$ cat src/rtl/core/hbkrb_pkg.sv
// Package for the HID boot keyboard report builder: sizes, key codes,
// shared types and the lock report slot function.
// No dependencies.
`timescale 1ns / 1ps

package hbkrb_pkg;

   // Number of keys tracked in the pressed-key bitmap.
   localparam int KEY_COUNT    = 102;
   // Number of report slots that carry key codes.
   localparam int REPORT_SLOTS = 6;
   // Number of slot ports on the report interface.
   localparam int SLOT_PORTS   = 6;

   localparam int KEY_IDX_W = $clog2(KEY_COUNT);
   localparam int CNT_W     = $clog2(REPORT_SLOTS + 1);

   typedef logic [7:0] code_type;
   typedef logic [KEY_IDX_W-1:0] key_idx_type;

   // Key codes used in reports.
   localparam code_type EMPTY_CODE     = 8'h00;
   localparam code_type ROLLOVER_CODE  = 8'h01;
   localparam code_type CAPS_LOCK_CODE = 8'd57;
   localparam code_type NUM_LOCK_CODE  = 8'd83;
   localparam code_type MOD_FIRST      = 8'd224;
   localparam code_type MOD_LAST       = 8'd231;

   // Write port of the pressed-key bitmap.
   typedef struct packed {
      logic        en;
      key_idx_type addr;
      logic        data;
   } map_wr_type;

   // Slot contents of the lock report: caps lock first, then num lock,
   // packed from slot zero and limited to the active slots.
   function automatic code_type lock_slot(input int s, input logic caps, input logic num);
      code_type code;
      code = EMPTY_CODE;
      if (s < REPORT_SLOTS) begin
         if (s == 0) begin
            if (caps) begin
               code = CAPS_LOCK_CODE;
            end else if (num) begin
               code = NUM_LOCK_CODE;
            end
         end else if (s == 1) begin
            if (caps && num) begin
               code = NUM_LOCK_CODE;
            end
         end
      end
      return code;
   endfunction

endpackage

$ cat src/rtl/core/hbkrb_keymap.sv
// Pressed-key bitmap for the HID boot keyboard report builder: a one-bit
// memory with one write port and one registered read port.
// Depends on hbkrb_pkg.
`timescale 1ns / 1ps

module hbkrb_keymap (
   input  logic                 clock,
   input  logic                 reset,
   input  hbkrb_pkg::map_wr_type wr,
   input  hbkrb_pkg::key_idx_type rd_addr,
   output logic                 rd_data
);

   logic mem [hbkrb_pkg::KEY_COUNT];
   logic [hbkrb_pkg::KEY_COUNT-1:0] vld_ff;
   logic [hbkrb_pkg::KEY_COUNT-1:0] vld_in;
   logic rd_mem_ff;
   logic rd_vld_ff;

   // Memory write; entries never written read as released.
   always_ff @(posedge clock) begin
      if (wr.en) begin
         mem[wr.addr] <= wr.data;
      end
   end

   // Registered read of the memory.
   always_ff @(posedge clock) begin
      rd_mem_ff <= mem[rd_addr];
   end

   // Per-entry valid bits, cleared at reset.
   always_comb begin
      vld_in = vld_ff;
      if (wr.en) begin
         vld_in[wr.addr] = 1'b1;
      end
   end

   always_ff @(posedge clock) begin
      if (reset) begin
         vld_ff    <= '0;
         rd_vld_ff <= 1'b0;
      end else begin
         vld_ff    <= vld_in;
         rd_vld_ff <= vld_ff[rd_addr];
      end
   end

   assign rd_data = rd_mem_ff & rd_vld_ff;

endmodule

$ cat src/rtl/core/hid_boot_keyboard_report_builder.sv
// HID boot keyboard report builder: top level with the scan sequencer and
// report output registers. Depends on hbkrb_pkg and hbkrb_keymap.
`timescale 1ns / 1ps

// Each key event request updates a pressed-key bitmap and produces one
// boot keyboard report (modifier byte plus six key slots listed in
// ascending order, or all 0x01 when more than six keys are held). The
// first event after reset that is not dropped is preceded by a lock
// report when caps or num lock is on; it has last low. Repeats and
// scancodes that are neither keys (below 102) nor modifiers (224 to 231)
// are dropped. For a reported event, the first report follows a bitmap
// scan that reads one entry per cycle through the single read port of
// the bitmap memory. A new request is taken only after the last report
// of the previous one has been delivered.
module hid_boot_keyboard_report_builder (
   input  logic        clock,
   input  logic        reset,

   input  logic        req_valid,
   output logic        req_ready,
   input  logic [7:0]  req_scancode,
   input  logic        req_key_down,
   input  logic        req_is_repeat,
   input  logic [7:0]  req_modifier_bits,
   input  logic        req_caps_lock_on,
   input  logic        req_num_lock_on,
   input  logic [63:0] req_ack_wait,

   output logic        rsp_valid,
   input  logic        rsp_ready,
   output logic [7:0]  rsp_report_modifiers,
   output logic [7:0]  rsp_slot0,
   output logic [7:0]  rsp_slot1,
   output logic [7:0]  rsp_slot2,
   output logic [7:0]  rsp_slot3,
   output logic [7:0]  rsp_slot4,
   output logic [7:0]  rsp_slot5,
   output logic [63:0] rsp_report_ack_wait,
   output logic        rsp_last
);

   localparam int SP = hbkrb_pkg::SLOT_PORTS;
   localparam int KW = hbkrb_pkg::KEY_IDX_W;
   localparam int CW = hbkrb_pkg::CNT_W;

   localparam logic [1:0] ST_IDLE = 2'd0;
   localparam logic [1:0] ST_SCAN = 2'd1;
   localparam logic [1:0] ST_LOCK = 2'd2;
   localparam logic [1:0] ST_KEY  = 2'd3;

   localparam hbkrb_pkg::key_idx_type LAST_IDX = KW'(hbkrb_pkg::KEY_COUNT - 1);

   logic [1:0] state_ff, state_in;
   logic       synced_ff, synced_in;
   logic       lock_pend_ff, lock_pend_in;
   logic       caps_ff, caps_in;
   logic       num_ff, num_in;
   logic [7:0] mods_ff, mods_in;
   logic [63:0] ack_ff, ack_in;

   hbkrb_pkg::key_idx_type idx_ff, idx_in;
   logic       issue_done_ff, issue_done_in;
   logic       dat_vld_ff, dat_vld_in;
   hbkrb_pkg::key_idx_type dat_idx_ff, dat_idx_in;
   logic [CW-1:0] count_ff, count_in;
   logic       rollover_ff, rollover_in;
   hbkrb_pkg::code_type key_slot_ff [SP];
   hbkrb_pkg::code_type key_slot_in [SP];

   logic [7:0]  out_mods_ff, out_mods_in;
   hbkrb_pkg::code_type out_slot_ff [SP];
   hbkrb_pkg::code_type out_slot_in [SP];
   logic [63:0] out_ack_ff, out_ack_in;
   logic        out_last_ff, out_last_in;

   logic accept;
   logic is_mod;
   logic is_key;
   logic ignored;
   logic scan_end;
   logic rd_data;
   hbkrb_pkg::map_wr_type map_wr;

   // Request decode.
   assign req_ready = (state_ff == ST_IDLE);
   assign accept    = req_valid && req_ready;
   assign is_mod    = req_scancode inside {[hbkrb_pkg::MOD_FIRST : hbkrb_pkg::MOD_LAST]};
   assign is_key    = ({1'b0, req_scancode} < 9'(hbkrb_pkg::KEY_COUNT));
   assign ignored   = req_is_repeat || (!is_key && !is_mod);

   // Bitmap update at accept time; the scan starts the cycle after.
   always_comb begin
      map_wr.en   = accept && !ignored && is_key;
      map_wr.addr = KW'(req_scancode);
      map_wr.data = req_key_down;
   end

   hbkrb_keymap u_keymap (
      .clock   (clock),
      .reset   (reset),
      .wr      (map_wr),
      .rd_addr (idx_ff),
      .rd_data (rd_data)
   );

   assign scan_end = dat_vld_ff && (dat_idx_ff == LAST_IDX);

   // Sequencer, scan collector and report output registers.
   always_comb begin
      state_in      = state_ff;
      synced_in     = synced_ff;
      lock_pend_in  = lock_pend_ff;
      caps_in       = caps_ff;
      num_in        = num_ff;
      mods_in       = mods_ff;
      ack_in        = ack_ff;
      idx_in        = idx_ff;
      issue_done_in = issue_done_ff;
      dat_vld_in    = 1'b0;
      dat_idx_in    = idx_ff;
      count_in      = count_ff;
      rollover_in   = rollover_ff;
      key_slot_in   = key_slot_ff;
      out_mods_in   = out_mods_ff;
      out_slot_in   = out_slot_ff;
      out_ack_in    = out_ack_ff;
      out_last_in   = out_last_ff;

      case (state_ff)
         ST_IDLE: begin
            // Latch the event and arm the scan.
            if (accept && !ignored) begin
               synced_in     = 1'b1;
               lock_pend_in  = !synced_ff && (req_caps_lock_on || req_num_lock_on);
               caps_in       = req_caps_lock_on;
               num_in        = req_num_lock_on;
               mods_in       = req_modifier_bits;
               ack_in        = req_ack_wait;
               idx_in        = '0;
               issue_done_in = 1'b0;
               count_in      = '0;
               rollover_in   = 1'b0;
               for (int s = 0; s < SP; s++) begin
                  key_slot_in[s] = hbkrb_pkg::EMPTY_CODE;
               end
               state_in      = ST_SCAN;
            end
         end
         ST_SCAN: begin
            // Issue one bitmap read per cycle.
            if (!issue_done_ff) begin
               dat_vld_in = 1'b1;
               if (idx_ff == LAST_IDX) begin
                  issue_done_in = 1'b1;
               end else begin
                  idx_in = idx_ff + 1'b1;
               end
            end
            // Shared compare: place the pressed key or flag rollover.
            if (dat_vld_ff && rd_data) begin
               if (count_ff == CW'(hbkrb_pkg::REPORT_SLOTS)) begin
                  rollover_in = 1'b1;
               end else begin
                  for (int s = 0; s < SP; s++) begin
                     if (s < hbkrb_pkg::REPORT_SLOTS && count_ff == CW'(s)) begin
                        key_slot_in[s] = hbkrb_pkg::code_type'(dat_idx_ff);
                     end
                  end
                  count_in = count_ff + 1'b1;
               end
            end
            // Scan finished: load the first report.
            if (scan_end) begin
               if (lock_pend_ff) begin
                  out_mods_in = '0;
                  for (int s = 0; s < SP; s++) begin
                     out_slot_in[s] = hbkrb_pkg::lock_slot(s, caps_ff, num_ff);
                  end
                  out_ack_in  = '0;
                  out_last_in = 1'b0;
                  state_in    = ST_LOCK;
               end else begin
                  out_mods_in = mods_ff;
                  for (int s = 0; s < SP; s++) begin
                     if (s >= hbkrb_pkg::REPORT_SLOTS) begin
                        out_slot_in[s] = hbkrb_pkg::EMPTY_CODE;
                     end else if (rollover_in) begin
                        out_slot_in[s] = hbkrb_pkg::ROLLOVER_CODE;
                     end else begin
                        out_slot_in[s] = key_slot_in[s];
                     end
                  end
                  out_ack_in  = ack_ff;
                  out_last_in = 1'b1;
                  state_in    = ST_KEY;
               end
            end
         end
         ST_LOCK: begin
            // Lock report taken: follow with the key report.
            if (rsp_ready) begin
               out_mods_in = mods_ff;
               for (int s = 0; s < SP; s++) begin
                  if (s >= hbkrb_pkg::REPORT_SLOTS) begin
                     out_slot_in[s] = hbkrb_pkg::EMPTY_CODE;
                  end else if (rollover_ff) begin
                     out_slot_in[s] = hbkrb_pkg::ROLLOVER_CODE;
                  end else begin
                     out_slot_in[s] = key_slot_ff[s];
                  end
               end
               out_ack_in   = ack_ff;
               out_last_in  = 1'b1;
               lock_pend_in = 1'b0;
               state_in     = ST_KEY;
            end
         end
         ST_KEY: begin
            if (rsp_ready) begin
               state_in = ST_IDLE;
            end
         end
         default: begin
            state_in = ST_IDLE;
         end
      endcase
   end

   // Control registers.
   always_ff @(posedge clock) begin
      if (reset) begin
         state_ff      <= ST_IDLE;
         synced_ff     <= 1'b0;
         lock_pend_ff  <= 1'b0;
         issue_done_ff <= 1'b0;
         dat_vld_ff    <= 1'b0;
         count_ff      <= '0;
         rollover_ff   <= 1'b0;
         idx_ff        <= '0;
      end else begin
         state_ff      <= state_in;
         synced_ff     <= synced_in;
         lock_pend_ff  <= lock_pend_in;
         issue_done_ff <= issue_done_in;
         dat_vld_ff    <= dat_vld_in;
         count_ff      <= count_in;
         rollover_ff   <= rollover_in;
         idx_ff        <= idx_in;
      end
   end

   // Payload registers.
   always_ff @(posedge clock) begin
      caps_ff     <= caps_in;
      num_ff      <= num_in;
      mods_ff     <= mods_in;
      ack_ff      <= ack_in;
      dat_idx_ff  <= dat_idx_in;
      key_slot_ff <= key_slot_in;
      out_mods_ff <= out_mods_in;
      out_slot_ff <= out_slot_in;
      out_ack_ff  <= out_ack_in;
      out_last_ff <= out_last_in;
   end

   // Report outputs.
   assign rsp_valid            = (state_ff == ST_LOCK) || (state_ff == ST_KEY);
   assign rsp_report_modifiers = out_mods_ff;
   assign rsp_slot0            = out_slot_ff[0];
   assign rsp_slot1            = out_slot_ff[1];
   assign rsp_slot2            = out_slot_ff[2];
   assign rsp_slot3            = out_slot_ff[3];
   assign rsp_slot4            = out_slot_ff[4];
   assign rsp_slot5            = out_slot_ff[5];
   assign rsp_report_ack_wait  = out_ack_ff;
   assign rsp_last             = out_last_ff;

`ifndef SYNTH
   // A report is never offered while a new request can be taken.
   a_no_overlap: assert property (@(posedge clock) disable iff (reset)
      !(req_ready && rsp_valid))
      else $error("report valid while request ready");

   // The slot count never passes the number of report slots.
   a_count_range: assert property (@(posedge clock) disable iff (reset)
      count_ff <= CW'(hbkrb_pkg::REPORT_SLOTS))
      else $error("slot count out of range");

   // A delivered lock report is always followed by the key report.
   a_lock_then_key: assert property (@(posedge clock) disable iff (reset)
      (state_ff == ST_LOCK) && rsp_ready |=> (state_ff == ST_KEY) && rsp_last)
      else $error("lock report not followed by key report");

   // A report that is not the last one is a lock report with zero modifier and ack wait fields.
   a_lock_fields: assert property (@(posedge clock) disable iff (reset)
      rsp_valid && !rsp_last |-> (rsp_report_modifiers == 8'h00)
                                  && (rsp_report_ack_wait == 64'd0))
      else $error("lock report carries modifiers or ack");

   // Lock synchronization is never undone.
   a_synced_sticky: assert property (@(posedge clock) disable iff (reset)
      synced_ff |=> synced_ff)
      else $error("lock sync flag cleared");
`endif

endmodule
$ cat config.mk
export PLATFORM = sky130hd
export DESIGN_NAME = hid_boot_keyboard_report_builder
export DESIGN_NICKNAME = d
export VERILOG_FILES = /design/src/rtl/core/hbkrb_pkg.sv /design/src/rtl/core/hbkrb_keymap.sv /design/src/rtl/core/hid_boot_keyboard_report_builder.sv
export SDC_FILE = /design/constraint.sdc
export NUM_CORES = 1
export LEC_CHECK = 0
export BUFFER_PORTS_ARGS = -buffer_cell sky130_fd_sc_hd__buf_4
export CELL_PAD_IN_SITES_DETAIL_PLACEMENT = 1
export CELL_PAD_IN_SITES_GLOBAL_PLACEMENT = 1
export CORE_ASPECT_RATIO = 1.5
export CORE_MARGIN = 4
export CORE_UTILIZATION = 45
export CTS_BUF_LIST = sky130_fd_sc_hd__clkbuf_4 sky130_fd_sc_hd__clkbuf_8 sky130_fd_sc_hd__clkbuf_16
export CTS_CLUSTER_SIZE = 10
export DETAILED_ROUTE_END_ITERATION = 12
export PLACE_DENSITY_LB_ADDON = 0.08
export SLEW_MARGIN = 20
export SYNTH_ARGS = -nofsm -noshare
export SYNTH_HDL_FRONTEND = slang
export SYNTH_HIERARCHICAL = 1
export SYNTH_SLANG_ARGS = --single-unit
$ cat constraint.sdc
create_clock -name clock -period 7.91 [get_ports clock]
set_input_delay 0.791 -clock clock [delete_from_list [all_inputs] [get_ports clock]]
set_output_delay 0.791 -clock clock [all_outputs]
set_load 0.005 [all_outputs]
==> summary.md, run 1 <==
| Metric | Value |
|---|---|
| Worst min-delay path class | `reg2reg` |
| Post-synth top area cell | `edfxtp_1` |
| # DRC | `0` |
| Detail Route Antenna Nets | `0` |
| Num CTS Buffers | `53` |
| GRT Util Overall | `about 20%` |
| Number of DRC violations after detailed-routing iteration 0 | `roughly 600` |
| Tightest Pin Transition | `approximately 1.1 ns` |
| Synth warn | `6` |
| CTS tree | `yes` |
| DR vias | `about 12000` |
| LEAKAGE | `8.17 nW` |
| # IOs | `roughly 210` |
| Slew HR | `around 28%` |
| Post-route cell area | `0.0230 mm2` |
| Syn Inst Count | `approximately 1400` |
| Largest delay share family, worst path | `buffers and inverters` |
| Multi-input combinational cell area | `slightly below 0.006 mm2` |
| Routed WL per cell | `between 20 and 25 um` |
| Crit-path slowest cell | `nor2_4` |
| Resized Gates After CTS | `0` |
| Layout cell share with drive strength beyond 1 | `roughly a quarter` |
| Fillers | `about 4200` |
| Non-filler cells, final | `roughly 2200` |
| Clk_lat worst skew | `slightly below 0.6 ns` |
| Synth Area in Adders | `less than 1%` |
| Most frequent cells after synthesis | `edfxtp_1, nor2_1, dfxtp_1, and2_1, mux2i_1` |
| Met2 Wirelength | `26700 um` |
| Placer Congestion | `just under 0.8` |
| Post-synthesis mux area share | `between 9 and 10%` |
| Largest net degree at the start of global routing | `between 100 and 150` |
| Root Driver | `clkbuf_16` |
| Worst path bufs/invs | `3` |
| Reg area | `about 0.013 mm2` |
| Via density | `5.34` |
| Compound-cell area share of the yosys netlist | `under 10%` |
| Total negative slack | `0 ns` |
| WP data required | `just over 8 ns` |
| Post-CTS setup buffer count | `0` |
| Max-Cap Viols | `0` |
| Pwr per Cell Area | `287 mW/mm2` |
| Crit path kind | `reg2reg` |
| H-Tree Depth | `2` |
| Worst clock skew | `0.0178 ns` |
| Ant. Diodes | `0` |
| EDFF count, synth | `between 300 and 400` |
| R2r startpoint | `state_ff[1]` |
| # hold bufs at CTS | `0` |
| # setup viols final | `0` |
| XOR/XNOR Fraction of Synth Area | `0%` |
| Cells after DPL | `2133` |
| Reg clk slew, reported paths | `0.06 ns` |
| HPWL Detailed | `roughly 32000 um` |
| Crit-path max FO | `86` |
| Run status | `complete, no violations` |
| Vias in the first global route | `12500` |
| Share of the synthesized area in the top cell type | `53.5%` |
| Final setup margin | `about 4.5 ns` |
| Core area | `approximately 0.042 mm2` |
| Dpl ws | `about 4.2 ns` |
| Syn_area_per_cell | `roughly 14 um2` |
| Final min period | `~3.4 ns` |
| Post-Syn Nets | `1526` |
| Die area | `about 0.046 mm2` |
| Metal-1 WL | `18000 um` |
| Final hold violations | `0` |
| Placed inst area | `approximately 0.021 mm2` |
| First-pass GRT wire length | `~72000 um` |
| Cells along the critical path | `inv_1 > ha_2 > buf_4 > a21boi_0 > nor2_4 > buf_6` |
| RSZ-0062 raised after global routing | `false` |
| Die outline height | `roughly 260 um` |
| Synth Cell Area | `between 0.015 and 0.02 mm2` |
| Die Width | `177 um` |
| Fraction of the mapped netlist area in simple logic gates | `between 10% and 20%` |
| Initial Util | `between 40% and 50%` |
| Worst hold endpoint | `dat_idx_ff[3]` |
| Critical Path End Type | `flop` |
| # nets final | `1723` |
| F_max | `around 0.29 GHz` |
| Max clock buf depth | `3` |
| Reg2Reg Setup Slack | `4.51 ns` |
| Critical path depth in cells | `6` |
| Startpoint types | `flop` |
| Max VDD drop | `roughly 0.17 mV` |
| R2r worst-path depth | `6` |
| Total Routed Length | `about 48000 um` |
| Slowest stage delay, CP | `between 0.8 and 0.9 ns` |
| R2r endpoint | `rsp_report_ack_wait[17]` |
| Top sig layer | `met4` |
| Ranking of synthesized cells by area | `edfxtp_1, dfxtp_1, nor2_1` |
| Post-synth cell types | `80` |
| Pre-Repair DR Iteration Count | `4` |
| Layout Utilization | `around 54%` |
| Initial antenna violation count | `0` |
| Count leader, synth | `edfxtp_1` |
| Ys flop type | `edfxtp_1` |
| Sink Count | `approximately 470` |
| Input/output buffers | `210` |
| Period utilization | `a little over two fifths` |
| Remaining global-route overflow | `0` |
| Largest family of logic cells by synthesized area | `simple AND/OR/NAND/NOR gates` |
| Number of synthesized register bits | `roughly 470` |
| Slew Limit Fails | `0` |
| Layout area overhead | `18.9%` |
| DR WL met3 | `roughly 2000 um` |
| Arrival @ worst endpoint | `about 3.6 ns` |
| # rows | `92` |
| Hold_sp | `dat_idx_in[3]` |
| Share of synthesized area occupied by flip-flops and latches | `around two thirds` |
| Synth async-reset ratio | `0%` |
| WHS Path Cells | `0` |
## stage by stage
| step | hold WS (ns) | power (W) |
|---|---|---|
| 2_1_floorplan | 0.376 | 0.00384 |
| 3_3_place_gp | 0.357 | 0.00431 |
| 3_5_place_dp | 0.362 | 0.00435 |
| 4_1_cts | 0.357 | 0.00670 |
| 5_1_grt | 0.354 | 0.00690 |
| 6_report | 0.380 | 0.00660 |
## final cells by class
class | count | area share (%)
multi-input cells | 857 | 25.9
well taps | 564 | 3.07
repair buffers | 222 | 7.26
flip-flops and latches | 473 | 56.2
clock inverters | 4 | 0.201
clock buffers | 92 | 7.06
inverters | 17 | 0.283
## worst max-delay path by stage
stage	start	endpoint
CTS	state_ff[1]	rsp_report_ack_wait[0]
finish	state_ff[1]	rsp_report_ack_wait[17]
global route	state_ff[1]	rsp_report_ack_wait[16]
global placement	state_ff[1]	rsp_report_ack_wait[17]
detailed placement	state_ff[1]	rsp_report_ack_wait[18]
floorplan	state_ff[1]	rsp_last
## where the power goes
group | internal, W | switching, W | leakage [nW] | total, W
registers | 0.00310 | 0.000100 | 4.19 | 0.00320
clock network | 0.00139 | 0.000934 | 0.857 | 0.00233
logic | 0.000456 | 0.000620 | 3.12 | 0.00108
total | 0.00495 | 0.00165 | 8.17 | 0.00660
## cells by family after synthesis
family / count (synthesis)
adder cells (fa/ha/maj): 11
buffers and inverters: 97
AND/OR/NAND/NOR: 565
AO/OA/AOI/OAI: 159
multiplexers: 122
flip-flops: 473
## worst reg2reg max path, delay by kind of cell, from the launching register on
kind | cells | cell delay [ns]
AND/OR/NAND/NOR | 1 | 0.90
flip-flops | 1 | 0.40
adder cells (fa/ha/maj) | 1 | 0.19
AO/OA/AOI/OAI | 1 | 0.32
buffers and inverters | 3 | 1.10
## sequential cells by signal, summed over array words and instances (netlist names), 2 cells and up
register,flops
u_keymap/mem,102
u_keymap/vld_ff,102
ack_ff,64
rsp_report_ack_wait,64
key_slot_ff,48
mods_ff,8
rsp_report_modifiers,8
rsp_slot0,8
rsp_slot1,8
rsp_slot2,8
rsp_slot3,8
rsp_slot4,8
rsp_slot5,8
dat_idx_ff,7
dat_idx_in,7
count_ff,3
state_ff,2
## placed cells by master, fill, tap and decap left out, drive strengths merged, types with 3 or more instances in the layout
cell type / Yosys / routed
o31ai: 4 / 4
o211ai: 8 / 8
o21ba: 16 / 16
a211oi: 6 / 6
mux2i: 74 / 74
nor3: 10 / 10
o22ai: 5 / 5
a21oi: 13 / 13
a22o: 30 / 30
and3: 7 / 7
buf: 29 / 222
nand2b: 8 / 8
clkinv: 0 / 4
dfxtp: 128 / 128
edfxtp: 345 / 345
nand3: 15 / 15
mux4: 36 / 36
a221o: 7 / 7
and2: 85 / 85
nor2b: 48 / 48
a22oi: 4 / 4
clkbuf: 51 / 92
o2111ai: 3 / 3
ha: 11 / 11
a31oi: 4 / 4
nand3b: 5 / 5
nand4b: 4 / 4
nor3b: 3 / 3
o21ai: 23 / 23
nor2: 304 / 304
nand4: 7 / 7
a21boi: 9 / 9
inv: 17 / 17
nand2: 59 / 59
mux2: 12 / 12
or2: 3 / 3
o2bb2ai: 3 / 3
## per-layer routing
layer  vias up  track usage, %
met5         -               0
met4         0            6.34
met3        78            2.98
met2       252            38.8
met1      5990            23.0
li1       5579               -
Note: power is estimated with default switching activity, not from simulation.
==> run 2, diff against run 1 <==
- CORE_UTILIZATION: 45 -> 44
- clock period: 7.91 -> 2.95 ns (I/O delays scaled with it)
==> summary.md, run 2 (same netlist as run 1, synthesis figures left out) <==
| Metric | Value |
|---|---|
| Reg clk slew, reported paths | `0.06 ns (about the same)` |
| Pre-Repair DR Iteration Count | `5 (+1)` |
| Period utilization | `90.5% (+48 points)` |
| LEAKAGE | `8.66 nW (+6.0%)` |
| Largest net degree at the start of global routing | `122 (+18%)` |
| Final min period | `2.67 ns (-0.728 ns)` |
| # DRC | `0 (unchanged)` |
| Pwr per Cell Area | `746 mW/mm2 (+160%)` |
| Tightest Pin Transition | `1.01 ns (-0.0697 ns)` |
| Initial Util | `44.8% (-0.98 points)` |
| First-pass GRT wire length | `77100 um (+6.5%)` |
| Critical Path End Type | `flop` |
| Resized Gates After CTS | `0 (unchanged)` |
| Layout Utilization | `55.9% (+1.5 points)` |
| Number of DRC violations after detailed-routing iteration 0 | `683 (+14%)` |
| Total Routed Length | `50500 um (+5.0%)` |
| Vias in the first global route | `13100 (+4.5%)` |
| Num CTS Buffers | `53 (unchanged)` |
| Core area | `0.0432 mm2 (+2.2%)` |
| Input/output buffers | `210 (unchanged)` |
| Run status | `complete, no violations` |
| DR vias | `12300 (+3.5%)` |
| Via density | `5.26 (-1.5%)` |
| Remaining global-route overflow | `0 (unchanged)` |
| WP data required | `3.22 ns (-4.89 ns)` |
| Clk_lat worst skew | `0.59 ns (about the same)` |
| # IOs | `211 (unchanged)` |
| Worst clock skew | `0.0197 ns (+0.00191 ns)` |
| Dpl ws | `0.303 ns (-3.90 ns)` |
| Placer Congestion | `0.823 (+6.3%)` |
| Die area | `0.0475 mm2 (+2.2%)` |
| Final setup margin | `0.279 ns (-4.23 ns)` |
| Ant. Diodes | `0 (unchanged)` |
| Max-Cap Viols | `0 (unchanged)` |
| Worst min-delay path class | `in2reg` |
| Final hold violations | `0 (unchanged)` |
| Die outline height | `265 um (+1.1%)` |
| # nets final | `1827 (+6.0%)` |
| HPWL Detailed | `33300 um (+5.3%)` |
| # setup viols final | `0 (unchanged)` |
| H-Tree Depth | `2 (unchanged)` |
| Max clock buf depth | `3 (unchanged)` |
| Most frequent cells in the layout | `edfxtp_1, nor2_1, buf_4` |
| Detail Route Antenna Nets | `0 (unchanged)` |
| GRT Util Overall | `21.1% (+0.89 points)` |
| Die Width | `179 um (+1.1%)` |
| Layout area overhead | `24.7%` |
| Slew Limit Fails | `0 (unchanged)` |
| Post-CTS setup buffer count | `0 (unchanged)` |
| Arrival @ worst endpoint | `2.94 ns (-0.66 ns)` |
| RSZ-0062 raised after global routing | `false` |
| # rows | `93 (+1.1%)` |
| F_max | `0.374 GHz (+27%)` |
| Sink Count | `473 (unchanged)` |
| Multi-input combinational cell area | `0.00600 mm2 (+0.59%)` |
| Crit-path max FO | `11 (-87%)` |
| # hold bufs at CTS | `74 (+74)` |
| Most common cell after layout, fill and taps aside | `edfxtp_1` |
| Max VDD drop | `0.561 mV (+230%)` |
| Root Driver | `clkbuf_16` |
| Reg area | `0.0129 mm2 (about the same)` |
| Total negative slack | `0 ns (unchanged)` |
| Crit path kind | `reg2reg` |
| Routed WL per cell | `21.6 um (about the same)` |
| Layout cell share with drive strength beyond 1 | `25.0% (+0.78 points)` |
| Top Registers | `u_keymap/mem: 102 flops, u_keymap/vld_ff: 102 flops` |
| Worst Hold Margin | `0.108 ns (-0.272 ns)` |
| CTS tree | `yes` |
| Fillers | `4343 (+2.4%)` |
| Startpoint types | `flop` |
| Slew HR | `33.0% (+4.6 points)` |
| Initial antenna violation count | `1 (+1)` |
==> run 2: worst paths after layout <==
kind | from | to | slack (ns) | cells past startpoint
worst min-delay path | rsp_ready | lock_pend_ff | 0.11 | 4
worst max register to register | state_ff[1] | u_keymap/mem[69] | 0.28 | 7
worst min register to register | issue_done_ff | dat_vld_ff | 0.44 | 1
worst max-delay path | state_ff[1] | u_keymap/mem[69] | 0.28 | 7
==> run 2: layout make-up <==
cell class,count,share of cell area (%)
Clock buffer,97,6.89
Sequential cell,473,53.6
Clock inverter,3,0.155
Inverter,17,0.290
Tap cell,570,2.95
Timing Repair Buffer,326,11.3
Multi-Input combinational cell,857,24.9
==> run 2: critical path: stages, from the launching register on <==
cell,delay (ns)
dfxtp_4,0.37
inv_2,0.08
ha_1,0.17
and3b_2,0.29
nor3b_1,0.28
nor2b_1,0.40
nand2_1,0.45
nor2_1,0.30
==> run 2: metal layers <==
layer	global-route usage, %	share of wire (%)	vias up
li1	-	-	5781
met1	23.9	38	6177
met2	39.7	55	248
met3	2.61	3.0	108
met4	8.43	4.1	0
met5	0	0	-
==> run 2: power by group <==
part | internal (W) | total, W | switching, W
Combinational | 0.00139 | 0.00307 | 0.00169
Clock | 0.00381 | 0.00637 | 0.00257
Sequential | 0.00831 | 0.00857 | 0.000263
==> run 2: per-stage QoR <==
step / instances / total power [W] / instance area (um2)
5_1_grt: 2343 / 0.0188 / 24100
6_report: 2343 / 0.0180 / 24100
3_5_place_dp: 2169 / 0.0117 / 21700
3_3_place_gp: 2169 / 0.0116 / 21700
4_1_cts: 2343 / 0.0182 / 24100
2_1_floorplan: 1427 / 0.0103 / 19500
==> run 3, diff against run 2 <==
- CORE_UTILIZATION: 44 -> 45
- clock period: 2.95 -> 2.71 ns (I/O delays scaled with it)
==> summary.md, run 3 (same netlist as run 1, synthesis figures left out) <==
| Metric | Value |
|---|---|
| WP data required | `2.98 ns (-0.24 ns)` |
| Hold_sp | `rsp_ready` |
| Switch share | `25.5% (+0.42 points)` |
| GRT Util Overall | `22.6% (+1.5 points)` |
| Gate power share | `18.3% (+1.2 points)` |
| Die Width | `177 um (-1.1%)` |
| Num CTS Buffers | `53 (unchanged)` |
| Die outline height | `262 um (-1.1%)` |
| Pre-Repair DR Iteration Count | `4 (-1)` |
| First-pass GRT wire length | `79900 um (+3.6%)` |
| F_max | `0.398 GHz (+6.3%)` |
| Clk_lat worst skew | `0.58 ns (about the same)` |
| Vias in the first global route | `13500 (+3.2%)` |
| Remaining global-route overflow | `0 (unchanged)` |
| Most frequent cells in the layout | `edfxtp_1, nor2_1, buf_4` |
| R2r worst-path depth | `8 (+1)` |
| CTS tree | `yes` |
| Most common cell after layout, fill and taps aside | `edfxtp_1` |
| Worst hold endpoint | `lock_pend_ff` |
| Max-Cap Viols | `0 (unchanged)` |
| Max clock buf depth | `3 (unchanged)` |
| Pwr per Cell Area | `818 mW/mm2 (+9.7%)` |
| Largest net degree at the start of global routing | `117 (-4.1%)` |
| Max VDD drop | `0.502 mV (-10%)` |
| Reg2Reg Setup Slack | `0.20 ns (-0.08 ns)` |
| Slew HR | `47.3% (+14 points)` |
| Sink Count | `473 (unchanged)` |
| LEAKAGE | `8.76 nW (+1.1%)` |
| Placer Congestion | `0.821 (-0.18%)` |
| Root Driver | `clkbuf_16` |
| Detail Route Antenna Nets | `0 (unchanged)` |
| R2r startpoint | `state_ff[1]` |
| Non-filler cells, final | `2352 (+0.38%)` |
| Run status | `complete, no violations` |
| # rows | `92 (-1.1%)` |
| NetSw | `0.00507 W (+12%)` |
| Core area | `0.0422 mm2 (-2.1%)` |
| WHS Path Cells | `4 (unchanged)` |
| Layout area overhead | `25.6%` |
| Worst min-delay path class | `in2reg` |
| Clock power share | `34.8% (-0.6 points)` |
| Critical Path End Type | `flop` |
| DR vias | `12500 (+1.5%)` |
| Layout Utilization | `57.6% (+1.6 points)` |
| Via density | `5.32 (+1.2%)` |
| Tot Pwr | `0.0199 W (+10%)` |
| Post-CTS setup buffer count | `0 (unchanged)` |
| HPWL Detailed | `34900 um (+4.6%)` |
| # DRC | `0 (unchanged)` |
| Initial antenna violation count | `2 (+1)` |
| Startpoint types | `flop` |
| Worst clock skew | `0.0186 ns (-0.00106 ns)` |
| # nets final | `1842 (+0.82%)` |
| H-Tree Depth | `2 (unchanged)` |
| Crit-path max FO | `8 (-3)` |
| Total Routed Length | `52900 um (+4.8%)` |
| Layout cell share with drive strength beyond 1 | `25.7% (+0.70 points)` |
| # IOs | `211 (unchanged)` |
| Number of DRC violations after detailed-routing iteration 0 | `658 (-3.7%)` |
| Final min period | `2.51 ns (-0.159 ns)` |
| Period utilization | `92.7% (+2.2 points)` |
| Sequential power share | `46.9% (-0.7 points)` |
| Arrival @ worst endpoint | `2.78 ns (-0.16 ns)` |
| Reg clk slew, reported paths | `0.06 ns (about the same)` |
| RSZ-0062 raised after global routing | `false` |
| Routed WL per cell | `22.5 um (+4.4%)` |
| Final hold violations | `0 (unchanged)` |
| Cell-internal power | `0.0148 W (+9.8%)` |
| Crit path kind | `reg2reg` |
| Initial Util | `45.8% (+0.98 points)` |
| Fillers | `4176 (-3.8%)` |
| Slew Limit Fails | `0 (unchanged)` |
| Die area | `0.0465 mm2 (-2.1%)` |
| Tightest Pin Transition | `0.791 ns (-0.214 ns)` |
| Cells after DPL | `2178 (+0.41%)` |
| R2r endpoint | `u_keymap/mem[3]` |
| Top Registers | `u_keymap/mem: 102 flops, u_keymap/vld_ff: 102 flops` |
| Input/output buffers | `210 (unchanged)` |
| # setup viols final | `0 (unchanged)` |
-- run 3: worst max-delay path, cell delays in order (launching register included) --
cell and delay [ns]:
dfxtp_4 0.37, inv_2 0.08, ha_1 0.26, and3b_2 0.25, nor3b_1 0.22, and2_1 0.30, nand2_1 0.25, buf_4 0.27
nor2_1 0.20
-- run 3: power groups by stage --
stage | sequential, W | clock, W | combinational [W]
floorplan | 0.00953 | 0 | 0.00167
detailed placement | 0.00948 | 0 | 0.00357
finish | 0.00934 | 0.00692 | 0.00364
global placement | 0.00942 | 0 | 0.00345
global route | 0.00941 | 0.00741 | 0.00393
CTS | 0.00934 | 0.00706 | 0.00368
-- run 3: area by class of cell --
type | instances | area (um2) | share of cell area, %
timing repair buffer | 341 | 2900 | 11.9
clock inverter | 4 | 46.3 | 0.190
antenna | 1 | 2.50 | 0.0103
sequential | 473 | 12900 | 53.2
tap | 564 | 706 | 2.90
multi-input combinational | 857 | 6000 | 24.7
clock buffer | 95 | 1650 | 6.80
inverter | 17 | 70.1 | 0.288
-- run 3: worst max-delay path by stage --
stage                 from          endpoint  slack, ns  depth (start not counted)
5_1_grt        state_ff[1]  u_keymap/mem[58]       0.02                          7
3_5_place_dp   state_ff[0]  u_keymap/mem[37]       0.16                          8
6_report       state_ff[1]   u_keymap/mem[3]       0.20                          8
4_1_cts        state_ff[1]  u_keymap/mem[37]       0.12                          8
2_1_floorplan  state_ff[0]          rsp_last      -0.53                          6
3_3_place_gp   state_ff[0]  u_keymap/mem[21]       0.23                          8
-- run 3: stage by stage --
stage / TNS, ns / setup WS, ns / cell area [um2] / hold slack (ns)
3_3_place_gp: 0 / 0.230 / 21900 / 0.428
5_1_grt: 0 / 0.0197 / 24300 / 0.0989
3_5_place_dp: 0 / 0.165 / 21900 / 0.435
6_report: 0 / 0.198 / 24300 / 0.0981
4_1_cts: 0 / 0.117 / 24300 / 0.0626
2_1_floorplan: -65.72 / -0.526 / 19500 / 0.370
-- run 3: what timing repair did --
action,CTS,global route
resized for setup,0,2
hold buffers,74,0
endpoints found under the hold margin,74,0
endpoints found under the setup margin,0,8
-- run 3: per-layer routing --
| layer | up-vias | share of wire [%] | track usage (%) |
|---|---|---|---|
| met2 | 243 | 56 | 43.7 |
| met5 | - | 0 | 0 |
| li1 | 5830 | - | - |
| met4 | 0 | 4.5 | 9.68 |
| met3 | 104 | 3.1 | 2.91 |
| met1 | 6327 | 37 | 24.5 |
